**src/hdl/aes_pkg.sv**
```systemverilog
// ----------------------------------------------------------------------------
// aes_pkg
// Types, character codes and parser state codes shared by the escape
// stripper modules.
// ----------------------------------------------------------------------------
package aes_pkg;

    localparam int QUEUE_DEPTH_DEF = 4;

    localparam logic [7:0] CH_ESC    = 8'h1B;
    localparam logic [7:0] CH_BEL    = 8'h07;
    localparam logic [7:0] CH_LBRACK = 8'h5B;
    localparam logic [7:0] CH_RBRACK = 8'h5D;
    localparam logic [7:0] CH_UPPER_O = 8'h4F;
    localparam logic [7:0] CH_BSLASH = 8'h5C;
    localparam logic [7:0] CSI_BODY_LO  = 8'h20;
    localparam logic [7:0] CSI_BODY_HI  = 8'h3B;
    localparam logic [7:0] CSI_FINAL_LO = 8'h40;
    localparam logic [7:0] CSI_FINAL_HI = 8'h7E;

    localparam logic [15:0] COUNT_MAX = 16'hFFFF;

    localparam logic [2:0] ST_TEXT    = 3'd0;
    localparam logic [2:0] ST_ESC     = 3'd1;
    localparam logic [2:0] ST_CSI     = 3'd2;
    localparam logic [2:0] ST_SS3     = 3'd3;
    localparam logic [2:0] ST_OSC     = 3'd4;
    localparam logic [2:0] ST_OSC_ESC = 3'd5;

    typedef struct packed {
        logic [7:0] in_byte;
        logic       chunk_last;
    } in_item_t;

    typedef struct packed {
        logic [7:0]  out_byte;
        logic        has_byte;
        logic        chunk_end;
        logic [15:0] kept_count;
    } out_item_t;

    typedef struct packed {
        logic full;
        logic empty;
    } queue_status_t;

endpackage

```
**src/hdl/aes_front.sv**
```systemverilog
// ----------------------------------------------------------------------------
// aes_front
// Escape sequence parser: takes one byte per transfer, tracks the parse
// state and kept count, and writes a result into the queue when one is due.
// ----------------------------------------------------------------------------
module aes_front (
    input  logic                   clk,
    input  logic                   rst_n,
    input  logic                   push,
    input  aes_pkg::in_item_t      item,
    input  aes_pkg::queue_status_t q_status,
    output logic                   q_wr,
    output aes_pkg::out_item_t     q_wr_item
);
    import aes_pkg::*;

    logic [2:0]  state_reg;
    logic [2:0]  state_next;
    logic [15:0] total_reg;
    logic [15:0] total_next;
    logic [15:0] total_upd;
    logic        accept;
    logic        keep;
    logic [2:0]  parse_next;
    logic [7:0]  b;
    logic        last;

    assign accept = push && !q_status.full;
    assign b      = item.in_byte;
    assign last   = item.chunk_last;

    always_comb
    begin
        keep       = 1'b0;
        parse_next = ST_TEXT;
        unique case (state_reg) inside
            ST_ESC:
            begin
                if (b == CH_LBRACK)
                    parse_next = ST_CSI;
                else if (b == CH_UPPER_O)
                    parse_next = ST_SS3;
                else if (b == CH_RBRACK)
                    parse_next = ST_OSC;
                else
                    parse_next = ST_TEXT;
            end
            ST_CSI:
            begin
                if (b >= CSI_BODY_LO && b <= CSI_BODY_HI)
                    parse_next = ST_CSI;
                else if (b >= CSI_FINAL_LO && b <= CSI_FINAL_HI)
                    parse_next = ST_TEXT;
                else if (b == CH_ESC && !last)
                    parse_next = ST_ESC;
                else
                    keep = 1'b1;
            end
            ST_SS3:
                parse_next = ST_TEXT;
            ST_OSC, ST_OSC_ESC:
            begin
                if (state_reg == ST_OSC_ESC && b == CH_BSLASH)
                    parse_next = ST_TEXT;
                else if (b == CH_BEL)
                    parse_next = ST_TEXT;
                else if (b == CH_ESC)
                    parse_next = ST_OSC_ESC;
                else
                    parse_next = ST_OSC;
            end
            default:
            begin
                if (b == CH_ESC && !last)
                    parse_next = ST_ESC;
                else
                    keep = 1'b1;
            end
        endcase
    end

    assign total_upd = (keep && total_reg != COUNT_MAX) ? total_reg + 16'd1 : total_reg;

    always_comb
    begin
        state_next = state_reg;
        total_next = total_reg;
        if (accept)
        begin
            state_next = last ? ST_TEXT : parse_next;
            total_next = last ? 16'd0 : total_upd;
        end
    end

    assign q_wr                 = accept && (keep || last);
    assign q_wr_item.out_byte   = keep ? b : 8'd0;
    assign q_wr_item.has_byte   = keep;
    assign q_wr_item.chunk_end  = last;
    assign q_wr_item.kept_count = total_upd;

    always_ff @(posedge clk or negedge rst_n)
    begin
        if (!rst_n)
        begin
            state_reg <= ST_TEXT;
            total_reg <= 16'd0;
        end
        else
        begin
            state_reg <= state_next;
            total_reg <= total_next;
        end
    end

endmodule

```
**src/hdl/aes_queue.sv**
```systemverilog
// ----------------------------------------------------------------------------
// aes_queue
// Short result queue between the parser and the output stage.
// ----------------------------------------------------------------------------
module aes_queue #(
    parameter int DEPTH = aes_pkg::QUEUE_DEPTH_DEF
) (
    input  logic                   clk,
    input  logic                   rst_n,
    input  logic                   wr,
    input  aes_pkg::out_item_t     wr_item,
    input  logic                   rd,
    output aes_pkg::out_item_t     rd_item,
    output aes_pkg::queue_status_t status
);
    import aes_pkg::*;

    localparam int PTR_W = (DEPTH > 1) ? $clog2(DEPTH) : 1;
    localparam int CNT_W = $clog2(DEPTH + 1);

    out_item_t        mem_reg [DEPTH];
    logic [PTR_W-1:0] wr_ptr_reg;
    logic [PTR_W-1:0] wr_ptr_next;
    logic [PTR_W-1:0] rd_ptr_reg;
    logic [PTR_W-1:0] rd_ptr_next;
    logic [CNT_W-1:0] count_reg;
    logic [CNT_W-1:0] count_next;
    logic             do_wr;
    logic             do_rd;

    assign status.full  = (count_reg == CNT_W'(DEPTH));
    assign status.empty = (count_reg == '0);
    assign do_wr = wr && !status.full;
    assign do_rd = rd && !status.empty;
    assign rd_item = mem_reg[rd_ptr_reg];

    always_comb
    begin
        wr_ptr_next = wr_ptr_reg;
        rd_ptr_next = rd_ptr_reg;
        count_next  = count_reg;
        if (do_wr)
            wr_ptr_next = (wr_ptr_reg == PTR_W'(DEPTH - 1)) ? '0 : wr_ptr_reg + 1'b1;
        if (do_rd)
            rd_ptr_next = (rd_ptr_reg == PTR_W'(DEPTH - 1)) ? '0 : rd_ptr_reg + 1'b1;
        if (do_wr && !do_rd)
            count_next = count_reg + 1'b1;
        else if (do_rd && !do_wr)
            count_next = count_reg - 1'b1;
    end

    always_ff @(posedge clk)
    begin
        if (do_wr)
            mem_reg[wr_ptr_reg] <= wr_item;
    end

    always_ff @(posedge clk or negedge rst_n)
    begin
        if (!rst_n)
        begin
            wr_ptr_reg <= '0;
            rd_ptr_reg <= '0;
            count_reg  <= '0;
        end
        else
        begin
            wr_ptr_reg <= wr_ptr_next;
            rd_ptr_reg <= rd_ptr_next;
            count_reg  <= count_next;
        end
    end

endmodule

```
**src/hdl/aes_back.sv**
```systemverilog
// ----------------------------------------------------------------------------
// aes_back
// Output stage: moves results from the queue into the output register and
// presents them until a pop transfer takes them.
// ----------------------------------------------------------------------------
module aes_back (
    input  logic                   clk,
    input  logic                   rst_n,
    input  aes_pkg::queue_status_t q_status,
    input  aes_pkg::out_item_t     q_rd_item,
    output logic                   q_rd,
    input  logic                   pop,
    output logic                   empty,
    output aes_pkg::out_item_t     result
);
    import aes_pkg::*;

    logic      valid_reg;
    logic      valid_next;
    out_item_t data_reg;
    logic      can_load;

    assign can_load = !valid_reg || pop;
    assign q_rd     = can_load && !q_status.empty;
    assign empty    = !valid_reg;
    assign result   = data_reg;

    always_comb
    begin
        valid_next = valid_reg;
        if (can_load)
            valid_next = !q_status.empty;
    end

    always_ff @(posedge clk)
    begin
        if (q_rd)
            data_reg <= q_rd_item;
    end

    always_ff @(posedge clk or negedge rst_n)
    begin
        if (!rst_n)
            valid_reg <= 1'b0;
        else
            valid_reg <= valid_next;
    end

endmodule

```
**src/hdl/ansi_escape_stripper.sv**
```systemverilog
// ----------------------------------------------------------------------------
// ansi_escape_stripper
// Removes ANSI escape sequences (CSI, SS3, OSC and plain ESC pairs) from a
// chunked terminal byte stream and reports a saturating kept-byte count.
// ----------------------------------------------------------------------------
// One byte is taken per cycle on push while full is low, with no gaps
// between chunks. A result (a kept byte, or the chunk-end marker with the
// count) passes through the queue and the output register to the result
// ports, and one result can be popped every cycle while empty is low. The
// parser updates its state once per byte taken; a queue of QUEUE_DEPTH
// results and the output register absorb pop-side stalls; full rises when
// the queue is full. Dropped bytes give no result unless they end a chunk.
module ansi_escape_stripper #(
    parameter int QUEUE_DEPTH = aes_pkg::QUEUE_DEPTH_DEF
) (
    input  logic               clk,
    input  logic               rst_n,
    input  logic               push,
    output logic               full,
    input  aes_pkg::in_item_t  item,
    output logic               empty,
    input  logic               pop,
    output aes_pkg::out_item_t result
);
    import aes_pkg::*;

    queue_status_t q_status;
    logic          q_wr;
    logic          q_rd;
    out_item_t     q_wr_item;
    out_item_t     q_rd_item;

    assign full = q_status.full;

    aes_front u_front (
        .clk       (clk),
        .rst_n     (rst_n),
        .push      (push),
        .item      (item),
        .q_status  (q_status),
        .q_wr      (q_wr),
        .q_wr_item (q_wr_item)
    );

    aes_queue #(
        .DEPTH (QUEUE_DEPTH)
    ) u_queue (
        .clk     (clk),
        .rst_n   (rst_n),
        .wr      (q_wr),
        .wr_item (q_wr_item),
        .rd      (q_rd),
        .rd_item (q_rd_item),
        .status  (q_status)
    );

    aes_back u_back (
        .clk       (clk),
        .rst_n     (rst_n),
        .q_status  (q_status),
        .q_rd_item (q_rd_item),
        .q_rd      (q_rd),
        .pop       (pop),
        .empty     (empty),
        .result    (result)
    );

endmodule

```
**config.mk**
```make
export PLATFORM = sky130hd
export DESIGN_NAME = ansi_escape_stripper
export DESIGN_NICKNAME = d
export VERILOG_FILES = /design/src/hdl/aes_pkg.sv /design/src/hdl/aes_front.sv /design/src/hdl/aes_queue.sv /design/src/hdl/aes_back.sv /design/src/hdl/ansi_escape_stripper.sv
export SDC_FILE = /design/constraint.sdc
export NUM_CORES = 1
export LEC_CHECK = 0
export BUFFER_PORTS_ARGS = -buffer_cell sky130_fd_sc_hd__buf_2
export CAP_MARGIN = 20
export CORE_MARGIN = 1
export CORE_UTILIZATION = 33
export CTS_BUF_LIST = sky130_fd_sc_hd__clkbuf_8
export DETAILED_ROUTE_END_ITERATION = 7
export PLACE_DENSITY = 0.55
export SYNTH_ARGS = -nofsm -noshare
export SYNTH_HDL_FRONTEND = slang
export SYNTH_HIERARCHICAL = 1
export SYNTH_SLANG_ARGS = --single-unit
```
**constraint.sdc**
```tcl
create_clock -name clk -period 9.2 [get_ports clk]
set_clock_uncertainty 0.15 [all_clocks]
set_input_delay 0.92 -clock clk [delete_from_list [all_inputs] [get_ports clk]]
set_output_delay 0.92 -clock clk [all_outputs]
set_load 0.05 [all_outputs]
```
# Yosys cells after proc, flatten, opt, wreduce, memory -nomap -nowiden
# Memory sizes are Yosys's and may differ from the RTL's. A register that Yosys moved wholly into a read port is not among the register bits.
# Index checks and enable logic that the tools add are counted.
# totals
romBits,0
in_bits,13
ramBits,104
reg_bits,27
out_inout_bits,28
n_memories,1
latchBits,0
# classes
div,0
addsub,5
mul,0
n_bitwise,0
n_shift,0
n_mux,24
magnitude_cmp,4
n_reduce_logical,24
eq_ne,15
# mem_list
name,depth,word_bits,read_ports,rd_clocked_by_memory_dff,write_ports,line,source
u_queue.mem_reg,4,26,1,1,1,aes_queue.sv:21,out_item_t mem_reg [DEPTH];
# op_table
operator,count
"== test 8 x 7 -> 1 bit, second input constant",4
two-way mux 16 bit,2
two-way mux 3 bit,10
"adder 16 x 1 -> 16 bit, second input constant",1
"inequality test 16 bit, second input constant",1
logical AND 1 bit,12
case mux 3 bit (4 select lines),1
"== test 3 bit, second input constant",3
"== test 8 x 3 -> 1 bit, second input constant",1
"== test 8 x 5 -> 1 bit, second input constant",1
">= comparator 8 x 6 -> 1 bit, second input constant",1
">= comparator 8 x 7 -> 1 bit, second input constant",1
"<= comparator 8 x 6 -> 1 bit, second input constant",1
"<= comparator 8 x 7 -> 1 bit, second input constant",1
two-way mux 8 bit,1
two-way mux 1 bit,7
"== test 3 x 2 -> 1 bit, second input constant",2
zero test 1 bit,6
"adder 2 x 1 -> 2 bit, second input constant",2
"== test 2 bit, second input constant",2
two-way mux 2 bit,2
OR reduction 4 bit,1
"adder 3 x 1 -> 3 bit, second input constant",1
"== test 3 x 1 -> 1 bit, second input constant",1
6 further kinds,7

# Longest topological paths before layout
# Gate-level depths: netlist (run 1).
# logic_depth
word_depth,13
mapped_depth,16
mapped_depth_nobuf,12

# Hierarchy
# The synthesis (run 1) kept the hierarchy.
# by_module_without_submodules
mod,instances,area_each_um2,cells_per_inst
aes_queue,1,4197.8,173
aes_front,1,1858.0,217
aes_back,1,823.3,31

# Worst setup path before layout (run 1)
# No wires, ideal clock.
# synth_path
path_type,in2reg
start,input pop
end,register u_queue.count_reg[1]
n_path_buf,0
path_slack_ns,5.311
path_stages,7
t_arrival_ns,3.615
setup_time_ns,0.125
path_cell_list,inv_1 > a21oi_1 > o31ai_2 > ha_1 > inv_1 > fa_1 > mux2_2
# synth_between
elab_chain_len,6
# synth_lines
element,line,source
from (decl),ansi_escape_stripper.sv:22,"input logic pop,"
logical OR 1 bit,aes_back.sv:23,assign can_load = !valid_reg || pop;
logical AND 1 bit,aes_back.sv:24,assign q_rd = can_load && !q_status.empty;
net q_rd,ansi_escape_stripper.sv:29,logic q_rd;
logical AND 1 bit,aes_queue.sv:34,assign do_rd = rd && !status.empty;
zero test 1 bit,aes_queue.sv:46,if (do_wr && !do_rd)
logical AND 1 bit,aes_queue.sv:46,
two-way mux 3 bit,aes_queue.sv:46,
net u_queue.count_next[1],aes_queue.sv:27,logic [CNT_W-1:0] count_next;
to (signal assigned),aes_queue.sv:70,count_reg <= count_next;
to (decl),aes_queue.sv:26,logic [CNT_W-1:0] count_reg;
# The timed path passes the listed nets, and every way through them passes these cells.
# A chain may end at the register's enable or synchronous reset.

==> results of run 1 <==
==> power by group <==
group / switching (mW) / total (mW) / internal, mW / leakage [nW]
sequential: 0.119 / 1.14 / 1.03 / 1.54
clock: 0.266 / 0.510 / 0.244 / 0.189
combinational: 0.501 / 0.771 / 0.270 / 0.931
total: 0.886 / 2.43 / 1.54 / 2.66
==> routing by layer <==
layer	vias to the layer above	track usage (%)	share of wire (%)
met3	17	2.88	5.1
met1	1960	18.6	45
met5	-	0	0
li1	1735	-	-
met2	96	22.0	48
met4	0	5.89	1.7
==> cell families after synthesis <==
family | count (synthesis) | share of synthesized area (%)
fa+ha+maj | 8 | 1.56
mux | 34 | 9.86
flops | 157 | 66.6
buf+inv | 36 | 2.80
compound gates | 48 | 5.84
simple gates | 121 | 11.2
xor+xnor | 17 | 2.16
==> critical path: cells and delay by family <==
family / cells / cell delay [ns]
and+or+nand+nor: 7 / 1.33
adders and majority gates: 2 / 0.65
buffers and inverters: 2 / 0.54
xor gates and xnor gates: 2 / 0.31
==> path summary, 6_finish.rpt <==
kind                            cells after the start  slack, ns               endpoint                  from
worst min-delay path                                1       0.35  u_front/total_reg[13]                 rst_n
max in group asynchronous                           1       8.09  u_queue/rd_ptr_reg[0]                 rst_n
worst max register to register                     12       6.01   u_queue/count_reg[2]  u_front/state_reg[1]
worst max-delay path                               13       5.64   u_queue/count_reg[2]               item[0]
worst min register to register                      1       0.39   u_queue/count_reg[2]  u_queue/count_reg[2]
min in group clk                                    1       0.39   u_queue/count_reg[2]  u_queue/count_reg[2]
==> layout by cell type, fill, tap and decap left out, types with 3 or more instances in the layout <==
master,count
sky130_fd_sc_hd__or3_1,6
sky130_fd_sc_hd__nand4_1,7
sky130_fd_sc_hd__buf_4,7
sky130_fd_sc_hd__clkinv_4,3
sky130_fd_sc_hd__inv_6,3
sky130_fd_sc_hd__xnor2_1,13
sky130_fd_sc_hd__o21ai_1,5
sky130_fd_sc_hd__edfxtp_1,130
sky130_fd_sc_hd__a211o_1,3
sky130_fd_sc_hd__nand3_1,9
sky130_fd_sc_hd__buf_2,40
sky130_fd_sc_hd__nor2_1,11
sky130_fd_sc_hd__ha_1,7
sky130_fd_sc_hd__nor4_1,4
sky130_fd_sc_hd__xor2_1,4
sky130_fd_sc_hd__a21oi_1,3
sky130_fd_sc_hd__and3_1,3
sky130_fd_sc_hd__a22oi_1,3
sky130_fd_sc_hd__o21ai_0,4
sky130_fd_sc_hd__mux2i_1,4
sky130_fd_sc_hd__nor4_4,4
sky130_fd_sc_hd__nand2_1,21
sky130_fd_sc_hd__and2_1,12
sky130_fd_sc_hd__clkinvlp_4,4
sky130_fd_sc_hd__inv_1,12
sky130_fd_sc_hd__a31oi_1,3
sky130_fd_sc_hd__nor3_1,12
sky130_fd_sc_hd__clkbuf_8,17
sky130_fd_sc_hd__a41o_1,3
sky130_fd_sc_hd__mux4_2,26
sky130_fd_sc_hd__nand2b_1,8
sky130_fd_sc_hd__o221ai_1,3
sky130_fd_sc_hd__dfrtp_1,26
sky130_fd_sc_hd__nor2b_1,6
==> layout make-up <==
type	count	area, um^2	share of cell area, %
Sequential cell	157	4580	59.0
Multi-Input combinational cell	228	2120	27.3
Tap cell	270	338	4.35
Timing Repair Buffer	48	280	3.61
Clock buffer	17	234	3.02
Clock inverter	15	163	2.10
Inverter	12	45.0	0.581
==> flow_results.org, run 1 <==
** Finish
- 0 antenna diodes ended up in the layout.
- For this run, the post-layout net count is 485.
- The post-route netlist has 27.5% of its cells at a drive strength greater than 1.
- Fin area :: around 0.0078 mm^2
- Layout-stage area growth over the synthesis result :: 12.8%
- The finished layout holds roughly 750 standard cells, fillers aside.
- The layout has about 1,900 filler cells.
- Largest register FFs :: roughly 100
- Fin util :: between 30% and 40%

** GRT
- Number of antenna violations at the first check in global routing :: 0
- Entering global routing, the biggest net connects 38 pins.
- Number of global-route vias before repair :: ~4,000
- The first global-routing pass estimated around 22,000 um of wire.
- Global routing finished with a remaining overflow of 0.
- For this run, the total global-route usage over all layers was measured as 13.9%.

** Clock tree
- Once the clock tree was built, the setup fixing pass inserted 0 buffers.
- Total number of clock tree sinks :: about 160
- Cts hold-fix bufs :: 0
- For the worst-skew pair, the clock arrives at the later sink with an insertion delay of 0.45 ns.
- Clock buffers created by TritonCTS :: 17
- Clock tree from TritonCTS :: yes
- The number of gates resized after CTS was 0.
- Maximum clock path buffer count :: 2
- After clock tree synthesis, the clock-pin slew on the worst setup and hold paths is around 0.090 ns.
- Master cell of the clock root buffer :: sky130_fd_sc_hd__clkbuf_8
- In this run the number of H-tree levels came out at 4.

** Setup path
- Cell type with the highest occurrence count on the critical path :: sky130_fd_sc_hd__nor2_1
- STA puts the critical path data required time at 9.42 ns.
- Crit path arrival time :: 3.78 ns
- The worst setup path is launched from a primary input.
- Crit path capture type :: flip-flop
- Walking the worst path, the cells encountered are buf_2, or2_4, nor4_4, nor3_2, nor2_1, nor2_1, nor2b_1, ha_1, inv_1, fa_1, xor2_1, nor2_1, xor2_1.
- The largest single stage delay on the critical path is between 0.4 and 0.5 ns.
- Worst path slowest cell :: sky130_fd_sc_hd__buf_2
- Of all nets on the critical path, the largest fanout is 37.
- The critical path in this run is classified as primary input to flip-flop.

** Logic synthesis
- The most used flip-flop cell after synthesis is sky130_fd_sc_hd__edfxtp_1.
- During synthesis, Yosys emitted a total of 6 warnings.
- Average cell area after synthesis :: 16.3 um^2
- Counting instances in the post-synthesis netlist gives the leading cell types as 130 x sky130_fd_sc_hd__edfxtp_1, 27 x sky130_fd_sc_hd__dfrtp_1, 26 x sky130_fd_sc_hd__mux4_2.
- Fraction of registers with async set/reset :: between 10% and 20%
- In the post-synthesis netlist, the cell with the most instances is sky130_fd_sc_hd__edfxtp_1.
- After synthesis the netlist holds a flip-flop and latch count of between 150 and 200.
- After synthesis, the largest area contributor takes up between 50% and 60% of total cell area.
- Synth unique cells :: 68
- Library cell with the largest summed area after synthesis :: sky130_fd_sc_hd__edfxtp_1
- Ranked by total cell area, the synthesized netlist is headed by sky130_fd_sc_hd__edfxtp_1 57%, sky130_fd_sc_hd__dfrtp_1 9.8%, sky130_fd_sc_hd__mux4_2 8.5%.
- Counting flops with a built-in enable in the synthesized netlist gives 130.
- Cell count after synthesis :: between 400 and 500
- The number of nets in the synthesized netlist is about 440.
- Of the synthesized area, sequential elements account for 66.6%.
- The synthesized netlist occupies a cell area of between 0.006 and 0.007 mm^2.

** STA
- The final critical path takes up between 30% and 40% of the cycle.
- Once routing completed, OpenROAD measured the worst setup slack at 5.64 ns.
- In this run the tightest slew margin relative to its limit is a little over a third.
- The final hold violation count was 0.
- Worst hold margin :: 0.347 ns
- At the pin with the least slew margin, the transition time is between 0.9 and 1 ns.
- Peak clock frequency supported by timing :: 281 MHz
- Setup repair after global routing left no endpoint under its margin.
- Post-layout minimum cycle time :: around 3.6 ns
- For the final routed database, the setup TNS stands at 0 ns.
- Setup violations remaining at the end of the flow were counted as 0.
- Final number of max-transition violations :: 0

** Routing
- For this run, design rule violations remaining after detail routing come to 0.
- The first routing iteration left 389 violations.
- Count of TritonRoute iterations in the first routing pass :: 6
- Via/cell ratio :: between 5 and 6
- Total routed wirelength :: ~14,000 um
- Average wire per cell in the routed design :: around 18 um
- Once detail routing completed, the nets flagged for antenna violations numbered 0.
- For this block, the via count after detailed routing is about 3,800.

** Die
- Once the floorplan was initialized, standard cells occupied about a third of the core.
- I/O pin count :: 41
- Die Height :: about 150 um
- Site row count :: 52
- Placeable core region :: 0.0204 mm^2
- The floorplan step defined a die boundary enclosing roughly 0.021 mm^2.
- The die is 146 um wide.

** Placement
- Routability-driven placement finished with a final weighted congestion of 0.779.
- Detailed placement finished with a half-perimeter wire length of 8640 um.
- Input and output buffers added on the ports amount to 40.
- After detailed placement, the design holds a cell count of between 700 and 800.
- Placed cell areas :: ~0.0073 mm^2
- Worst slack at placement :: about 5.2 ns

** Flow run
- The tool flagged a number of max-cap violations equal to 0.

** Power
- Total Power :: around 2.4 mW
- Leakage power :: approximately 2.7 nW
- IR analysis of the VDD net gives a maximum drop of around 0.00014 V.
- Power per cell area :: roughly 310 mW/mm^2

** Hold path
- The tightest min-delay check is of the primary input to async pin type.

** Status
- The flow ran to the end, and the final reports show no timing, DRC or antenna violations.
(Power assumes the default switching activity.)
==> run 2: changes to the inputs <==
ABC_AREA = 1   (was unset)
PLACE_DENSITY = 0.57   (was 0.55)
clock period = 3.14 ns   (was 9.2 ns; I/O delays follow)
==> run 2 against run 1 <==
Flip-flop and latch count did not move. Synthesized cell count rose by 63%. Sequential share of layout area fell by 2.9 points. Final area rose by 5.3%. Non-clock buffer count rose by 9. Critical endpoint unchanged. Cell count rose by 38%. Global-route usage barely moved. Sequential power rose to 2.8 times the previous value.
==> flow_results.org, run 2 <==
** Finish
- The library cell used most frequently in the layout, excluding fill and tap cells, is sky130_fd_sc_hd__nand2_1.
- The area of the multi-input gates was 0.00214 mm^2 (+1.2%).
- Top library cells by usage in the layout, fill and taps aside :: 206 x sky130_fd_sc_hd__nand2_1, 130 x sky130_fd_sc_hd__edfxtp_1, 105 x sky130_fd_sc_hd__inv_1, 40 x sky130_fd_sc_hd__buf_2, 33 x sky130_fd_sc_hd__o211ai_1
- Fin area :: 0.00817 mm^2 (+5.3%)
- Storage element area :: 0.00458 mm^2 (about the same)
- Largest register FFs :: 104 (unchanged)
- The number of standard cells in the layout, taps in and fillers out is 1,028 (+38%).
- The filler cell count in the final layout came to 2,189 (+16%).
- Layout-stage area growth over the synthesis result :: 11.8%
- Fraction of final layout cells with drive strength greater than 1 :: 18.0% (-9.4 points)
- Fin util :: 37.6% (-0.54 points)
- Total inserted antenna cells :: 0 (unchanged)
- NumNets Final :: 756 (+56%)

** Die
- Site row count :: 54 (+3.8%)
- The number of primary I/O pins came to 41 (unchanged).
- The die area is 0.0227 mm^2 (+6.1%).
- The core area came to 0.0218 mm^2 (+6.8%).
- Effective utilization at floorplan :: 33.6% (-0.19 points)
- The width of the chip is 151 um (+3.0%).
- Die Height :: 151 um (+3.0%)

** STA
- The smallest hold slack is 0.0528 ns (-0.294 ns).
- The worst path in the final design needs a cycle of 2.66 ns, including I/O delays and setup.
- Share of the cycle needed by the critical path after routing :: a little over four fifths
- The slew of the pin with the lowest slew margin came to 0.738 ns (-0.222 ns).
- The final-report max-slew violation count is 0 (unchanged).
- Total count of hold-check failures in the final report :: 0 (unchanged)
- The setup TNS after final layout was 0 ns (unchanged).
- The total of endpoints with negative setup slack in the final report was 0 (unchanged).
- Setup repair after global routing left no endpoint under its margin.
- Crit path setup slack, layout :: 0.479 ns (-5.16 ns)
- The worst relative slew slack is 50.7% (+15 points).
- For this run, the top clock speed supported by timing is roughly 380 MHz.

** Setup path
- The worst setup path is launched from a flip-flop.
- The number of cell instances on the worst register-to-register path came to 16 (+4).
- Crit path capture type :: flip-flop
- The largest fanout on the critical path is 19 (-49%).
- Worst reg2reg path startpoint :: u_front/state_reg[2]
- The signal on the critical path passes through nor2_1, nand2_1, nor2_1, nand2_1, nand2_4, nand2_2, a21oi_1, nand2_1, inv_1, ha_1, inv_1, fa_1, nand2_1, nand3_1, nand2_1, nand2_1.
- Worst path slowest cell :: sky130_fd_sc_hd__dfrtp_1
- Cell type with the highest occurrence count on the critical path :: sky130_fd_sc_hd__nand2_1
- Family of cells with the greatest summed delay on the critical path :: simple AND/OR/NAND/NOR gates
- The required time of the worst setup path came to 3.32 ns (-6.10 ns).
- Combined buffer and inverter count along the critical path :: 2 (unchanged)
- Slowest Stage Delay on Critical Path :: 0.43 ns (-0.05 ns)
- The setup path with the least slack is of type flip-flop to flip-flop.
- Crit path arrival time :: 2.85 ns (-0.93 ns)
- Worst reg-to-reg setup slack :: 0.48 ns (-5.53 ns)
- The worst register-to-register path ends at u_queue/count_reg[2].

** Hold path
- For hold timing, the worst endpoint is u_queue/mem_reg[3][16].
- In this run the worst hold path is classified as primary input to flip-flop.
- Worst min-delay path startpoint :: item[0]
- Counting instances, the worst hold path has a depth of 1.

** Placement
- The worst setup slack after placement came to 0.408 ns (-4.76 ns).
- Number of buffers added on ports :: 40 (unchanged)
- Placed cell areas :: 0.00780 mm^2 (+6.3%)
- HPWL reported at the end of detailed placement :: 9580 um (+11%)
- Instance count after placement with tap cells included :: 994 (+39%)
- The weighted congestion reported at the end of routability-driven placement is 0.820 (+5.3%).

** Routing
- Via/cell ratio :: 4.60 (-9.8%)
- The number of nets with antenna violations after detailed routing came to 0 (unchanged).
- DRC violation total after the first TritonRoute iteration :: 391 (+0.51%)
- Wire length the detailed router placed on met1 :: 6900 um (+12%)
- The routed via count came to 4,725 (+24%).
- Count of TritonRoute iterations in the first routing pass :: 5 (-1)
- Routed signal wires occupy layers up through met4.
- The routed length on met2 is 7110 um (+6.8%).
- The detailed-route wire length was 14,600 um (+6.5%).
- The met3 wire length is 478 um (-32%).
- The wire length per cell came to 14.2 um (-23%).
- The detailed-route DRC error count was 0 (unchanged).

** GRT
- Total congestion overflow :: 0 (unchanged)
- The pin count of the biggest net entering global routing came to 65 (+71%).
- The global-route wire length before repair was 23,600 um (+6.1%).
- Number of antenna violations at the first check in global routing :: 0 (unchanged)
- The number of global-route vias before repair came to 4,416 (+11%).
- Total track usage :: 13.9% (+0.038 points)

** Flow run
- The max capacitance violation total came to 0 (unchanged).

** Clock tree
- The total clock sinks came to 157 (unchanged).
- The number of buffers created by CTS is 17 (unchanged).
- Clock slew at reported path FFs :: 0.08 ns (about the same)
- The buffers inserted during post-CTS setup optimization came to 0 (unchanged).
- Master cell of the clock root buffer :: sky130_fd_sc_hd__clkbuf_8
- The buffer levels on the longest clock path came to 2 (unchanged).
- Total number of H-tree levels :: 4 (unchanged)
- The clock insertion delay at the later pin of the skew report was 0.44 ns (about the same).
- TritonCTS built the clock tree.

** Logic synthesis
- The post-synthesis net count was 708 (+60%).
- Fraction of the yosys area taken by sequential cells :: 62.7% (-3.9 points)
- The number of warning messages in the yosys log came to 6 (unchanged).
- Commonest cells post-synth :: 206 x sky130_fd_sc_hd__nand2_1, 130 x sky130_fd_sc_hd__edfxtp_1, 103 x sky130_fd_sc_hd__inv_1
- Most common cell in the synthesized netlist :: sky130_fd_sc_hd__nand2_1
- The biggest area contributor in the post-synthesis netlist is sky130_fd_sc_hd__edfxtp_1.
- Predominant post-synthesis flop cell :: sky130_fd_sc_hd__edfxtp_1
- Area of the mapped netlist :: 0.00731 mm^2 (+6.2%)
- The count of flip-flops with a built-in enable after synthesis came to 130 (unchanged).
- Average cell area after synthesis :: 10.6 um^2 (-35%)
- Area fraction of the dominant cell type after synthesis :: 53.4% (-3.3 points)
- The proportion of synthesized flip-flops having asynchronous set or reset came to 17.2% (unchanged).
- The synthesized instance count was 687 (+63%).
- By area the synthesized netlist is led by sky130_fd_sc_hd__edfxtp_1 53%, sky130_fd_sc_hd__nand2_1 11%, sky130_fd_sc_hd__dfrtp_1 9.2%.
- The number of distinct library cell variants in the gate-level netlist after synthesis came to 36 (-47%).
- The count of state elements after synthesis came to 157 (unchanged).

** Power
- Leakage power :: 3.49 nW (+31%)
- Power per cell area :: 854 mW/mm^2 (+170%)
- The peak supply drop is 0.000351 V (+140%).
- Total Power :: 6.98 mW (+190%)

** Status
- The run finished with clean final reports.
-- run 2: kinds of logic (layout without fill, tap and decap cells) --
logic type	Yosys count	after routing	share of synthesized area, %
fa+ha+maj	8	8	1.47
compound gates	68	68	7.96
simple gates	315	315	18.9
flops	157	157	62.7
xor+xnor	6	6	0.719
buf+inv	133	194	8.27
-- run 2: layer usage --
metal / track usage, % / up-vias
met5: 0 / -
met4: 4.75 / 0
met3: 2.89 / 11
met2: 22.8 / 80
met1: 18.4 / 2249
li1: - / 2385
-- run 2: cell type report --
type / instances / area share [%]
clock inverter: 14 / 1.29
sequential: 157 / 56.1
inverter: 105 / 4.82
clock buffer: 18 / 3.03
timing repair buffer: 57 / 4.23
multi-input combinational: 397 / 26.2
tap: 280 / 4.29
-- run 2: power by group --
group	switching (mW)	internal, mW
Clock	0.726	0.632
Combinational	1.78	0.667
Sequential	0.249	2.93
-- run 2: worst max-delay path by stage --
stage | startpoint | to | slack (ns) | depth (start not counted)
detailed placement | item[6] | u_queue/count_reg[2] | 0.41 | 18
global placement | item[6] | u_queue/count_reg[2] | 0.48 | 18
global route | u_front/state_reg[2] | u_queue/count_reg[2] | 0.18 | 16
CTS | u_front/state_reg[2] | u_queue/count_reg[2] | 0.47 | 16
finish | u_front/state_reg[2] | u_queue/count_reg[2] | 0.48 | 16
floorplan | u_queue/count_reg[0] | u_queue/mem_reg[0][0] | -0.36 | 10
-- run 2: what timing repair did --
action | 4_1_cts | 5_1_grt
hold endpoints to repair | 28 | 0
resized for setup | 0 | 0
hold buffers | 2 | 0
-- run 2: worst register-to-register path, delay by kind of cell (launching register included) --
| kind | cells | cell delay (ns) |
|---|---|---|
| adder cells (fa/ha/maj) | 2 | 0.54 |
| buffers and inverters | 2 | 0.13 |
| AO/OA/AOI/OAI | 1 | 0.22 |
| flip-flops | 1 | 0.43 |
| AND/OR/NAND/NOR | 11 | 1.08 |
